$ cat src/rtl/assert_macros.svh
`ifndef ASSERT_MACROS_SVH
`define ASSERT_MACROS_SVH

// Property that must hold on every clock edge outside reset.
`define SKT_ASSERT(lbl, prop, msg) \
  lbl: assert property (@(posedge clk) disable iff (!rst_n) prop) else $error(msg);

// Condition that must never be true outside reset.
`define SKT_NEVER(lbl, cond, msg) \
  lbl: assert property (@(posedge clk) disable iff (!rst_n) !(cond)) else $error(msg);

`endif

$ cat src/rtl/skt_pkg.sv
`default_nettype none

package skt_pkg;

  localparam int SKT_DEPTH = 16;
  localparam int SLOT_N    = 16;

  typedef enum logic [1:0] {
    KIND_INSERT = 2'd0,
    KIND_FIND   = 2'd1,
    KIND_READ   = 2'd2
  } skt_kind_t;

  localparam logic [2:0] STAT_INSERTED  = 3'd0;
  localparam logic [2:0] STAT_DUPLICATE = 3'd1;
  localparam logic [2:0] STAT_FOUND     = 3'd2;
  localparam logic [2:0] STAT_NOT_FOUND = 3'd3;
  localparam logic [2:0] STAT_FULL      = 3'd4;
  localparam logic [2:0] STAT_RANGE     = 3'd5;

  typedef enum logic [1:0] {
    ST_IDLE,
    ST_CMP,
    ST_RES
  } skt_state_t;

  typedef struct packed {
    logic cmp;
    logic ins;
  } skt_ctrl_t;

  typedef struct packed {
    logic ge;
    logic match;
    logic sel;
    logic boundary;
  } skt_cell_stat_t;

endpackage

`default_nettype wire

$ cat src/rtl/sorted_key_table_unit.sv
`default_nettype none

// Sorted key table. Each request is taken when start is high and busy is
// low, and exactly one result follows as a one-cycle out_valid strobe that
// the receiver cannot hold off. A request passes through these steps after
// acceptance: a compare state in which every cell of the chain compares its
// entry against the request key, a resolve state in which the flags are
// resolved and, for a new insert, the cells shift to open the sorted slot,
// and the strobe, during which busy is already low so the next request can
// be taken. A new request is refused while the compare and resolve states
// of the cell chain are still busy with the last one.

`include "assert_macros.svh"

module sorted_key_table_unit import skt_pkg::*; #(
  parameter int DEPTH = SKT_DEPTH
) (
  input  wire logic        clk,
  input  wire logic        rst_n,
  input  wire logic        start,
  output logic             busy,
  input  wire logic [1:0]  in_kind,
  input  wire logic [31:0] in_part_key,
  input  wire logic        in_part_class,
  input  wire logic [15:0] in_detail_value,
  input  wire logic [3:0]  in_slot_index,
  output logic             out_valid,
  output logic [2:0]       out_status,
  output logic [4:0]       out_position,
  output logic [31:0]      out_key,
  output logic             out_class,
  output logic [15:0]      out_detail,
  output logic [4:0]       out_entry_count
);

  localparam int CNT_W = $clog2(DEPTH + 1);

  skt_state_t       state_r, state_nxt;
  skt_ctrl_t        ctrl;
  skt_kind_t        req_kind_r;
  logic [31:0]      req_key_r;
  logic             req_cls_r;
  logic [15:0]      req_det_r;
  logic [3:0]       req_slot_r;
  logic [CNT_W-1:0] count_r;

  logic [31:0]      cell_key [DEPTH];
  logic             cell_cls [DEPTH];
  logic [15:0]      cell_det [DEPTH];
  skt_cell_stat_t   cell_stat [DEPTH];
  logic [DEPTH-1:0] match_v;
  logic [DEPTH-1:0] sel_v;

  logic             any_match;
  logic             any_sel;
  logic             full;
  logic [CNT_W-1:0] pos_match;
  logic [CNT_W-1:0] pos_ins;
  logic [31:0]      sel_key;
  logic             sel_cls;
  logic [15:0]      sel_det;

  logic             out_valid_r;
  logic [2:0]       out_status_r,  out_status_nxt;
  logic [4:0]       out_pos_r,     out_pos_nxt;
  logic [31:0]      out_key_r,     out_key_nxt;
  logic             out_cls_r,     out_cls_nxt;
  logic [15:0]      out_det_r,     out_det_nxt;
  logic [4:0]       out_cnt_r;

  always_ff @(posedge clk) begin
    if (!rst_n) begin
      state_r <= ST_IDLE;
    end else begin
      state_r <= state_nxt;
    end
  end

  always_comb begin
    unique case (state_r)
      ST_IDLE: state_nxt = start ? ST_CMP : ST_IDLE;
      ST_CMP:  state_nxt = ST_RES;
      ST_RES:  state_nxt = ST_IDLE;
      default: state_nxt = ST_IDLE;
    endcase
  end

  always_comb begin
    busy     = state_r != ST_IDLE;
    ctrl.cmp = state_r == ST_CMP;
    ctrl.ins = (state_r == ST_RES) && (req_kind_r == KIND_INSERT) && !any_match && !full;
  end

  always_ff @(posedge clk) begin
    if (start && !busy) begin
      req_kind_r <= skt_kind_t'(in_kind);
      req_key_r  <= in_part_key;
      req_cls_r  <= in_part_class;
      req_det_r  <= in_detail_value;
      req_slot_r <= in_slot_index;
    end
  end

  genvar g;
  generate
    for (g = 0; g < DEPTH; g++) begin : g_cell
      logic        prev_ge;
      logic [31:0] prev_key;
      logic        prev_cls;
      logic [15:0] prev_det;

      if (g == 0) begin : g_head
        assign prev_ge  = 1'b0;
        assign prev_key = req_key_r;
        assign prev_cls = req_cls_r;
        assign prev_det = req_det_r;
      end else begin : g_link
        assign prev_ge  = cell_stat[g-1].ge;
        assign prev_key = cell_key[g-1];
        assign prev_cls = cell_cls[g-1];
        assign prev_det = cell_det[g-1];
      end

      skt_cell #(
        .CNT_W   (CNT_W),
        .CELL_ID (g)
      ) u_cell (
        .clk      (clk),
        .ctrl     (ctrl),
        .req_key  (req_key_r),
        .req_cls  (req_cls_r),
        .req_det  (req_det_r),
        .req_find (req_kind_r == KIND_FIND),
        .req_slot (req_slot_r),
        .count    (count_r),
        .prev_ge  (prev_ge),
        .prev_key (prev_key),
        .prev_cls (prev_cls),
        .prev_det (prev_det),
        .key_o    (cell_key[g]),
        .cls_o    (cell_cls[g]),
        .det_o    (cell_det[g]),
        .stat_o   (cell_stat[g])
      );

      assign match_v[g] = cell_stat[g].match;
      assign sel_v[g]   = cell_stat[g].sel;
    end
  endgenerate

  // Keys are unique, so at most one cell matches and at most one cell sits
  // on the insert boundary; plain OR reductions pick out their data.
  always_comb begin
    pos_match = '0;
    pos_ins   = '0;
    sel_key   = '0;
    sel_cls   = 1'b0;
    sel_det   = '0;
    for (int i = 0; i < DEPTH; i++) begin
      pos_match = pos_match | (match_v[i] ? CNT_W'(i) : '0);
      pos_ins   = pos_ins | (cell_stat[i].boundary ? CNT_W'(i) : '0);
      sel_key   = sel_key | (sel_v[i] ? cell_key[i] : '0);
      sel_cls   = sel_cls | (sel_v[i] & cell_cls[i]);
      sel_det   = sel_det | (sel_v[i] ? cell_det[i] : '0);
    end
  end

  assign any_match = |match_v;
  assign any_sel   = |sel_v;
  assign full      = count_r == CNT_W'(DEPTH);

  always_comb begin
    out_status_nxt = STAT_RANGE;
    out_pos_nxt    = '0;
    out_key_nxt    = '0;
    out_cls_nxt    = 1'b0;
    out_det_nxt    = '0;
    unique case (req_kind_r)
      KIND_INSERT: begin
        if (any_match) begin
          out_status_nxt = STAT_DUPLICATE;
          out_pos_nxt    = 5'(pos_match);
        end else if (full) begin
          out_status_nxt = STAT_FULL;
          out_pos_nxt    = 5'(count_r);
        end else begin
          out_status_nxt = STAT_INSERTED;
          out_pos_nxt    = 5'(pos_ins);
        end
      end
      KIND_FIND: begin
        if (any_match) begin
          out_status_nxt = STAT_FOUND;
          out_pos_nxt    = 5'(pos_match);
          out_key_nxt    = sel_key;
          out_cls_nxt    = sel_cls;
          out_det_nxt    = sel_det;
        end else begin
          out_status_nxt = STAT_NOT_FOUND;
          out_pos_nxt    = 5'(count_r);
        end
      end
      KIND_READ: begin
        out_pos_nxt = 5'(req_slot_r);
        if (any_sel) begin
          out_status_nxt = STAT_FOUND;
          out_key_nxt    = sel_key;
          out_cls_nxt    = sel_cls;
          out_det_nxt    = sel_det;
        end
      end
      default: begin
        out_status_nxt = STAT_RANGE;
      end
    endcase
  end

  always_ff @(posedge clk) begin
    if (!rst_n) begin
      count_r     <= '0;
      out_valid_r <= 1'b0;
    end else begin
      out_valid_r <= state_r == ST_RES;
      if (ctrl.ins) begin
        count_r <= count_r + CNT_W'(1);
      end
    end
  end

  always_ff @(posedge clk) begin
    if (state_r == ST_RES) begin
      out_status_r <= out_status_nxt;
      out_pos_r    <= out_pos_nxt;
      out_key_r    <= out_key_nxt;
      out_cls_r    <= out_cls_nxt;
      out_det_r    <= out_det_nxt;
      out_cnt_r    <= 5'(count_r + CNT_W'(ctrl.ins));
    end
  end

  assign out_valid       = out_valid_r;
  assign out_status      = out_status_r;
  assign out_position    = out_pos_r;
  assign out_key         = out_key_r;
  assign out_class       = out_cls_r;
  assign out_detail      = out_det_r;
  assign out_entry_count = out_cnt_r;

  `SKT_NEVER(a_count_bound, count_r > CNT_W'(DEPTH), "Entry count exceeds table depth.")
  `SKT_ASSERT(a_strobe_src, out_valid |-> $past(state_r == ST_RES), "Result strobe without resolve.")
  `SKT_ASSERT(a_count_step, !$stable(count_r) |-> count_r == $past(count_r) + CNT_W'(1),
              "Entry count changed by other than one insert.")
  `SKT_ASSERT(a_one_match, state_r == ST_RES |-> $onehot0(match_v), "More than one key matched.")

endmodule

`default_nettype wire

$ cat src/rtl/skt_cell.sv
`default_nettype none

module skt_cell import skt_pkg::*; #(
  parameter int CNT_W   = 5,
  parameter int CELL_ID = 0
) (
  input  wire logic             clk,
  input  wire skt_ctrl_t        ctrl,
  input  wire logic [31:0]      req_key,
  input  wire logic             req_cls,
  input  wire logic [15:0]      req_det,
  input  wire logic             req_find,
  input  wire logic [3:0]       req_slot,
  input  wire logic [CNT_W-1:0] count,
  input  wire logic             prev_ge,
  input  wire logic [31:0]      prev_key,
  input  wire logic             prev_cls,
  input  wire logic [15:0]      prev_det,
  output logic [31:0]           key_o,
  output logic                  cls_o,
  output logic [15:0]           det_o,
  output skt_cell_stat_t        stat_o
);

  logic [31:0] key_r;
  logic        cls_r;
  logic [15:0] det_r;
  logic        ge_r;
  logic        match_r;
  logic        sel_r;
  logic        valid;
  logic        slot_hit;

  assign valid    = count > CNT_W'(CELL_ID);
  assign slot_hit = (CELL_ID < SLOT_N) && (req_slot == 4'(CELL_ID));

  always_ff @(posedge clk) begin
    if (ctrl.cmp) begin
      ge_r    <= !(valid && (key_r < req_key));
      match_r <= valid && (key_r == req_key);
      sel_r   <= valid && (req_find ? (key_r == req_key) : slot_hit);
    end
  end

  always_ff @(posedge clk) begin
    if (ctrl.ins) begin
      if (ge_r && !prev_ge) begin
        key_r <= req_key;
        cls_r <= req_cls;
        det_r <= req_det;
      end else if (prev_ge) begin
        key_r <= prev_key;
        cls_r <= prev_cls;
        det_r <= prev_det;
      end
    end
  end

  assign key_o           = key_r;
  assign cls_o           = cls_r;
  assign det_o           = det_r;
  assign stat_o.ge       = ge_r;
  assign stat_o.match    = match_r;
  assign stat_o.sel      = sel_r;
  assign stat_o.boundary = ge_r && !prev_ge;

endmodule

`default_nettype wire

$ cat config.mk
export PLATFORM = sky130hd
export DESIGN_NAME = sorted_key_table_unit
export DESIGN_NICKNAME = d
export VERILOG_FILES = /design/src/rtl/skt_pkg.sv /design/src/rtl/sorted_key_table_unit.sv /design/src/rtl/skt_cell.sv
export VERILOG_INCLUDE_DIRS = /design/src /design/src/rtl
export SDC_FILE = /design/constraint.sdc
export NUM_CORES = 2
export LEC_CHECK = 0
export BUFFER_PORTS_ARGS = -buffer_cell sky130_fd_sc_hd__buf_2
export CAP_MARGIN = 20
export CORE_MARGIN = 2
export CORE_UTILIZATION = 34
export CTS_CLUSTER_SIZE = 40
export DETAILED_ROUTE_END_ITERATION = 12
export PLACE_DENSITY = 0.48
export SLEW_MARGIN = 20
export SYNTH_ARGS = -nofsm -noshare
export SYNTH_HDL_FRONTEND = slang
export SYNTH_SLANG_ARGS = --single-unit
$ cat constraint.sdc
create_clock -name clk -period 7.38 [get_ports clk]
set_clock_uncertainty 0.05 [all_clocks]
set_input_delay 1.476 -clock clk [delete_from_list [all_inputs] [get_ports clk]]
set_output_delay 1.476 -clock clk [all_outputs]
set_load 0.01 [all_outputs]
# Word level (Yosys, flattened, before mapping)
# Index checks and enable logic that the tools add are counted.
[classes]
add_sub_neg = 2
muxes = 188
bitwise = 89
reduce_logical = 138
n_lt_le_gt_ge = 32
eq_ne = 36
[ops]
columns = ["operator", "count"]
rows = [
  ["32-bit 2-to-1 mux", 48],
  ["16-bit 2-to-1 mux", 48],
  ["32-bit == test", 16],
  ["32-bit < comparator", 16],
  ["32-bit bitwise OR", 15],
  ["16-bit bitwise OR", 15],
  ["1-bit logical AND", 67],
  ["4-bit 2-to-1 mux", 16],
  ["32-bit case mux with 2 select lines", 1],
  ["4-bit bitwise OR", 14],
  ["1-bit 2-to-1 mux", 52],
  ["5-bit by 4-bit greater-than comparator with 1-bit output (second input constant)", 8],
  ["1-bit zero test", 34],
  ["3-bit 2-to-1 mux", 11],
  ["4-bit == test (second input constant)", 8],
  ["16-bit case mux with 2 select lines", 1],
  ["2-bit AND reduction", 16],
  ["2-bit nonzero test", 16],
  ["16-bit OR reduction", 2],
  ["5-bit by 3-bit greater-than comparator with 1-bit output (second input constant)", 4],
  ["3-bit bitwise OR", 6],
  ["1-bit AND", 16],
  ["4-bit by 3-bit == test with 1-bit output (second input constant)", 4],
  ["5-bit 2-to-1 mux", 3],
  ["21 further kinds", 48],
]
[totals]
regBits = 957
word_cells = 595
inputBits = 58

# Depth between registers and ports, before layout
[logic_depth]
depth_word = 20
depth_mapped = 11
mapped_depth_nobuf = 9

# By module
# A second synthesis with hierarchy kept.
[unflattened]
cells_unflattened = 4517
area_unflattened_um2 = 57492.6
[by_module_without_submodules]
columns = ["module", "seq_area_each_um2", "area_per_inst_um2", "n_inst", "cells_per_inst"]
rows = [
  ["sorted_key_table_unit", 3673.5, 8797.2, 1, 829],
  ["skt_cell at g_cell[1].u_cell ...", 1561.5, 3094.2, 2, 232],
  ["skt_cell at g_cell[14].u_cell ...", 1561.5, 3040.4, 2, 231],
  ["skt_cell at g_cell[2].u_cell", 1561.5, 3057.9, 1, 231],
  ["skt_cell at g_cell[8].u_cell", 1561.5, 3054.2, 1, 232],
  ["skt_cell at g_cell[0].u_cell", 1561.5, 3050.4, 1, 230],
  ["skt_cell at g_cell[11].u_cell", 1561.5, 3049.2, 1, 230],
  ["skt_cell at g_cell[3].u_cell", 1561.5, 3046.7, 1, 230],
  ["skt_cell at g_cell[10].u_cell", 1561.5, 3044.2, 1, 232],
  ["skt_cell at g_cell[12].u_cell", 1561.5, 3041.7, 1, 232],
  ["skt_cell at g_cell[9].u_cell", 1561.5, 3022.9, 1, 230],
  ["skt_cell at g_cell[15].u_cell", 1561.5, 3019.1, 1, 228],
  ["skt_cell at g_cell[13].u_cell", 1561.5, 3015.4, 1, 229],
  ["skt_cell at g_cell[6].u_cell", 1561.5, 3012.9, 1, 231],
  ["skt_cell at g_cell[7].u_cell", 1561.5, 3011.6, 1, 227],
]

# Worst setup path before layout
# Ideal clock, no wire load.
[synth_path]
kind = "register -> register"
startpoint = "register state_r[1]"
endpoint = "register g_cell[4].u_cell.cls_r (enable)"
setup_slack_ps = 756
path_buffers = 1
t_arrival_ps = 6118
stages_incl_launch_ff = 5
cell_sequence = "dfxtp_1 > nor2b_1 > nand4_4 > buf_2 > nor2_1"
[synth_via]
elab_chain_cells = 5
[synth_lines]
columns = ["element", "line", "text"]
rows = [
  ["from (decl)", "sorted_key_table_unit.sv:38", "skt_state_t state_r, state_nxt;"],
  ["from (signal assigned)", "sorted_key_table_unit.sv:75", "state_r <= state_nxt;"],
  ["2-bit == test", "sorted_key_table_unit.sv:91", "ctrl.ins = (state_r == ST_RES) && (req_kind_r == KIND_INSERT) && !any_match && !full;"],
  ["1-bit logical AND (3 in series)", "sorted_key_table_unit.sv:91", ""],
  ["2-bit AND reduction (no source line)", "--", ""],
  ["to (signal assigned)", "skt_cell.sv:49", "cls_r <= req_cls;"],
  ["to (signal assigned)", "skt_cell.sv:53", "cls_r <= prev_cls;"],
  ["to (decl)", "skt_cell.sv:26", "logic cls_r;"],
]
# Every way passes these cells.
# A chain may end at the register's enable or synchronous reset.

# Final worst setup path
[layout_path]
startpoint = "register req_key_r[22] (netlist: g_cell[0].prev_key[22])"
endpoint = "register g_cell[4].u_cell.match_r, data pin"
[layout_via]
elab_chain_cells = 2
[layout_lines]
columns = ["element", "line", "text"]
rows = [
  ["from (decl)", "sorted_key_table_unit.sv:41", "logic [31:0] req_key_r;"],
  ["from (signal assigned)", "sorted_key_table_unit.sv:97", "req_key_r <= in_part_key;"],
  ["32-bit == test", "skt_cell.sv:40", "match_r <= valid && (key_r == req_key);"],
  ["1-bit logical AND", "skt_cell.sv:40", ""],
  ["to (signal assigned)", "skt_cell.sv:40", ""],
  ["to (decl)", "skt_cell.sv:29", "logic match_r;"],
]
# Every way passes these cells.

==> impl_metrics.json <==
{
  "outcome": "complete, no violations",
  "synthArstFlopShare_pct": 0,
  "post_cts_buffers": 0,
  "numCtsBuffers": 116,
  "min_period_over_period_pct": 64.70,
  "portBuffers": 121,
  "rsz0062_at_grt": "false",
  "grt_util_all_layers_pct": 28.18,
  "hold_path.class": "reg -> reg",
  "drive_gt1_share_pct": 27.95,
  "ant_nets": 0,
  "cts.sinks": 957,
  "clkPwrFrac_pct": 47.6,
  "setup_viol": 0,
  "drc": 0,
  "synth_xor_area_share_pct": 0.06432,
  "grt_max_degree": 52,
  "synth_seq_cells": 957,
  "fillerInstances": 14980,
  "syn_area_sq_um": 54470,
  "wl_met1_microns": 101200,
  "muxShareOfSynthArea_pct": 14.89,
  "swShare_pct": 24.70,
  "internal_power_w": 0.009810,
  "dr_total_vias": 39820,
  "wl_met2_microns": 103400,
  "synth-main-ff-cell": "edfxtp_1",
  "row_count": 146,
  "startpoint_type": "flip-flop",
  "utilization_pct": 38.91,
  "pin_count": 122,
  "most-common-layout-cells": "949 x edfxtp_1, 720 x mux2_2, 523 x ha_1",
  "pre_cts_ws_ns": 2.828,
  "area_growth_syn_to_layout_pct": 13.40,
  "die_h_microns": 404.2,
  "cts-root-buf": "clkbuf_16",
  "top_layer": "met5",
  "clockBufferDepth": 3,
  "yosys_warnings": 0,
  "synth_seq_area_share_pct": 52.62,
  "die_x_microns": 404.2,
  "core_area_sq_um": 158700,
  "cts_hold_buf": 0,
  "reg2reg_slack_ns": 2.61,
  "drt_iter0_drc": 5134,
  "finalInstanceArea_sq_um": 61760,
  "yosys.area_share.simple_pct": 6.101,
  "relSlewSlack_pct": 21.01,
  "place.gp.congestion": 0.9748,
  "power_density_nw_per_um2": 210.9,
  "clkTransAtPathRegs_ns": 0.06,
  "cp_max_fo": 17,
  "tritoncts": "built",
  "synth_top_family_by_area": "multiplexers",
  "worstSetupEndpointType": "flip-flop",
  "placed_cells": 6068,
  "syn_inst": 4038,
  "ir_worst_vdd_uv": 223.6,
  "dieArea_sq_um": 163400,
  "antenna_found_initial": 9,
  "firstDrtPassIters": 8,
  "fmax_ghz": 0.2094,
  "cts.repair.resized": 0,
  "grt_pass1_vias": 38450,
  "via_per_inst": 6.337,
  "grt_first_pass_wirelength_microns": 321500,
  "hold_violations": 0,
  "fin_cells": 6283,
  "overflow": 0,
  "slew_viol_final": 0,
  "pwr-share-seq_pct": 46.4,
  "nets": 4696,
  "antenna_cells": 0,
  "placed_area_sq_um": 57720,
  "p_sw_w": 0.003218,
  "synth_edf_count": 949,
  "setup_tns_ns": 0,
  "maxCapViolations": 0,
  "dp_hpwl_microns": 157800,
  "wl_per_cell_microns": 37.47,
  "yosys.area_share.adder_pct": 12.01,
  "dr_wl_met3_microns": 20800,
  "fin_ws_ns": 2.605,
  "synth_cell_type_count": 69,
  "avgSynthCellArea_sq_um": 13.49,
  "crit_arrival_ns": 5.32,
  "period_minus_slack_ns": 4.775,
  "combPwrFrac_pct": 6.0,
  "start_util_pct": 34.31,
  "drt_wl_total_microns": 235400,
  "cts_htree_levels": 3,
  "worstMarginPinSlew_ns": 1.185,
  "path_class": "reg -> reg",
  "cp.required_ns": 7.92,
  "final_common_cell": "edfxtp_1",
  "syn_nets": 4619,
  "insertion_delay_ns": 0.78,
  "p_leak_nw": 21.98,
  "synth-compound-area-share_pct": 12.00
}
-- through the flow --
stage / total power [W] / hold slack, ns
5_1_grt: 0.01335 / 0.5431
4_1_cts: 0.01307 / 0.5262
2_1_floorplan: 0.006545 / 0.4590
3_3_place_gp: 0.006908 / 0.5088
3_5_place_dp: 0.006912 / 0.5159
6_report: 0.01303 / 0.5166
-- kinds of logic (layout without fill, tap and decap cells) --
| logic type | Yosys count | in the layout |
|---|---|---|
| AOI/OAI and AO/OA | 894 | 894 |
| and+or+nand+nor | 614 | 614 |
| buffers and inverters | 326 | 499 |
| muxes | 720 | 720 |
| adders and majority gates | 523 | 523 |
| DFF | 957 | 957 |
| xor gates and xnor gates | 4 | 4 |
-- layer usage --
layer / up-vias / GRT usage [%]
met2: 2207 / 42.90
met3: 477 / 5.588
met5: - / 0
met1: 20530 / 39.51
met4: 10 / 10.50
li1: 16590 / -
-- power by group through the flow --
stage                     registers, W  logic, W  clock network [W]
after floorplan                0.00610  0.000443                  0
after global placement         0.00616  0.000753                  0
after detailed placement       0.00616  0.000756                  0
after CTS                      0.00604  0.000762            0.00627
after global routing           0.00605  0.000834            0.00647
final                          0.00604  0.000784            0.00620
-- registers in the layout, summed over array words and instances (netlist names), 16 cells and up --
register / cells
g_cell.prev_det: 16
g_cell.u_cell.sel_r: 16
out_detail: 16
g_cell.u_cell.det_o: 256
g_cell.prev_key: 32
g_cell.u_cell.key_o: 512
out_key: 32
g_cell.u_cell.ge_r: 16
g_cell.u_cell.match_r: 16
g_cell.u_cell.cls_o: 16
-- worst max-delay path: stages (launching register included) --
cell and delay [ns]:
edfxtp_1 0.76, inv_1 0.57, ha_1 0.50, and4_1 0.29, nand4_1 0.70, nor4_1 1.17
nand2_1 0.32, nor2_1 0.22
-- Yosys cell counts (5+ instances only) --
master      n  area (sq um)
buf_2       9         45.04
nor2_1     97         364.1
a221o_1    17         170.2
a21boi_0    9         67.56
a21oi_1   194         970.9
a22oi_1   104         780.8
o21ai_0    64         320.3
and4_1     15         131.4
nor4_1     40         250.2
dfxtp_1     8         160.2
and2_1     10         62.56
or4_1       5         37.54
nand3_1    76         380.4
nor3_1     23         115.1
edfxtp_1  949         28500
a31oi_2    10         125.1
inv_1      70         262.8
nand2_1   119         446.7
clkbuf_1  221         829.6
o211ai_1   15         112.6
a31oi_1    53         331.6
ha_1      523          6544
a221oi_1  153          1340
a211oi_1   25         187.7
nand2b_1    6         37.54
mux2_2    720          8108
nor2b_1    37         231.5
o31ai_1    10         75.07
nand4_1   109         681.9
a21o_1     55         412.9
buf_1      21         78.83
and3_1     51         319.1
a22o_1    146          1279
-- area by class of cell --
class / count / area [sq um] / share of cell area, %
Clock inverter: 81 / 1026 / 1.661
Tap cell: 2072 / 2592 / 4.197
Multi-Input combinational cell: 2755 / 24800 / 40.16
Timing Repair Buffer: 214 / 1419 / 2.297
Sequential cell: 957 / 28660 / 46.40
Inverter: 71 / 267.8 / 0.4335
Clock buffer: 133 / 2997 / 4.852
-- worst paths after layout --
path,startpoint,to,cells past startpoint
worst max-delay path,g_cell[0].prev_key[22],g_cell[4].u_cell.match_r,7
worst min-delay path,g_cell[11].u_cell.cls_o,g_cell[12].u_cell.cls_o,1
worst max register to register,g_cell[0].prev_key[22],g_cell[4].u_cell.match_r,7
worst min register to register,g_cell[11].u_cell.cls_o,g_cell[12].u_cell.cls_o,1
No activity file was read; power rests on OpenSTA's default activity.
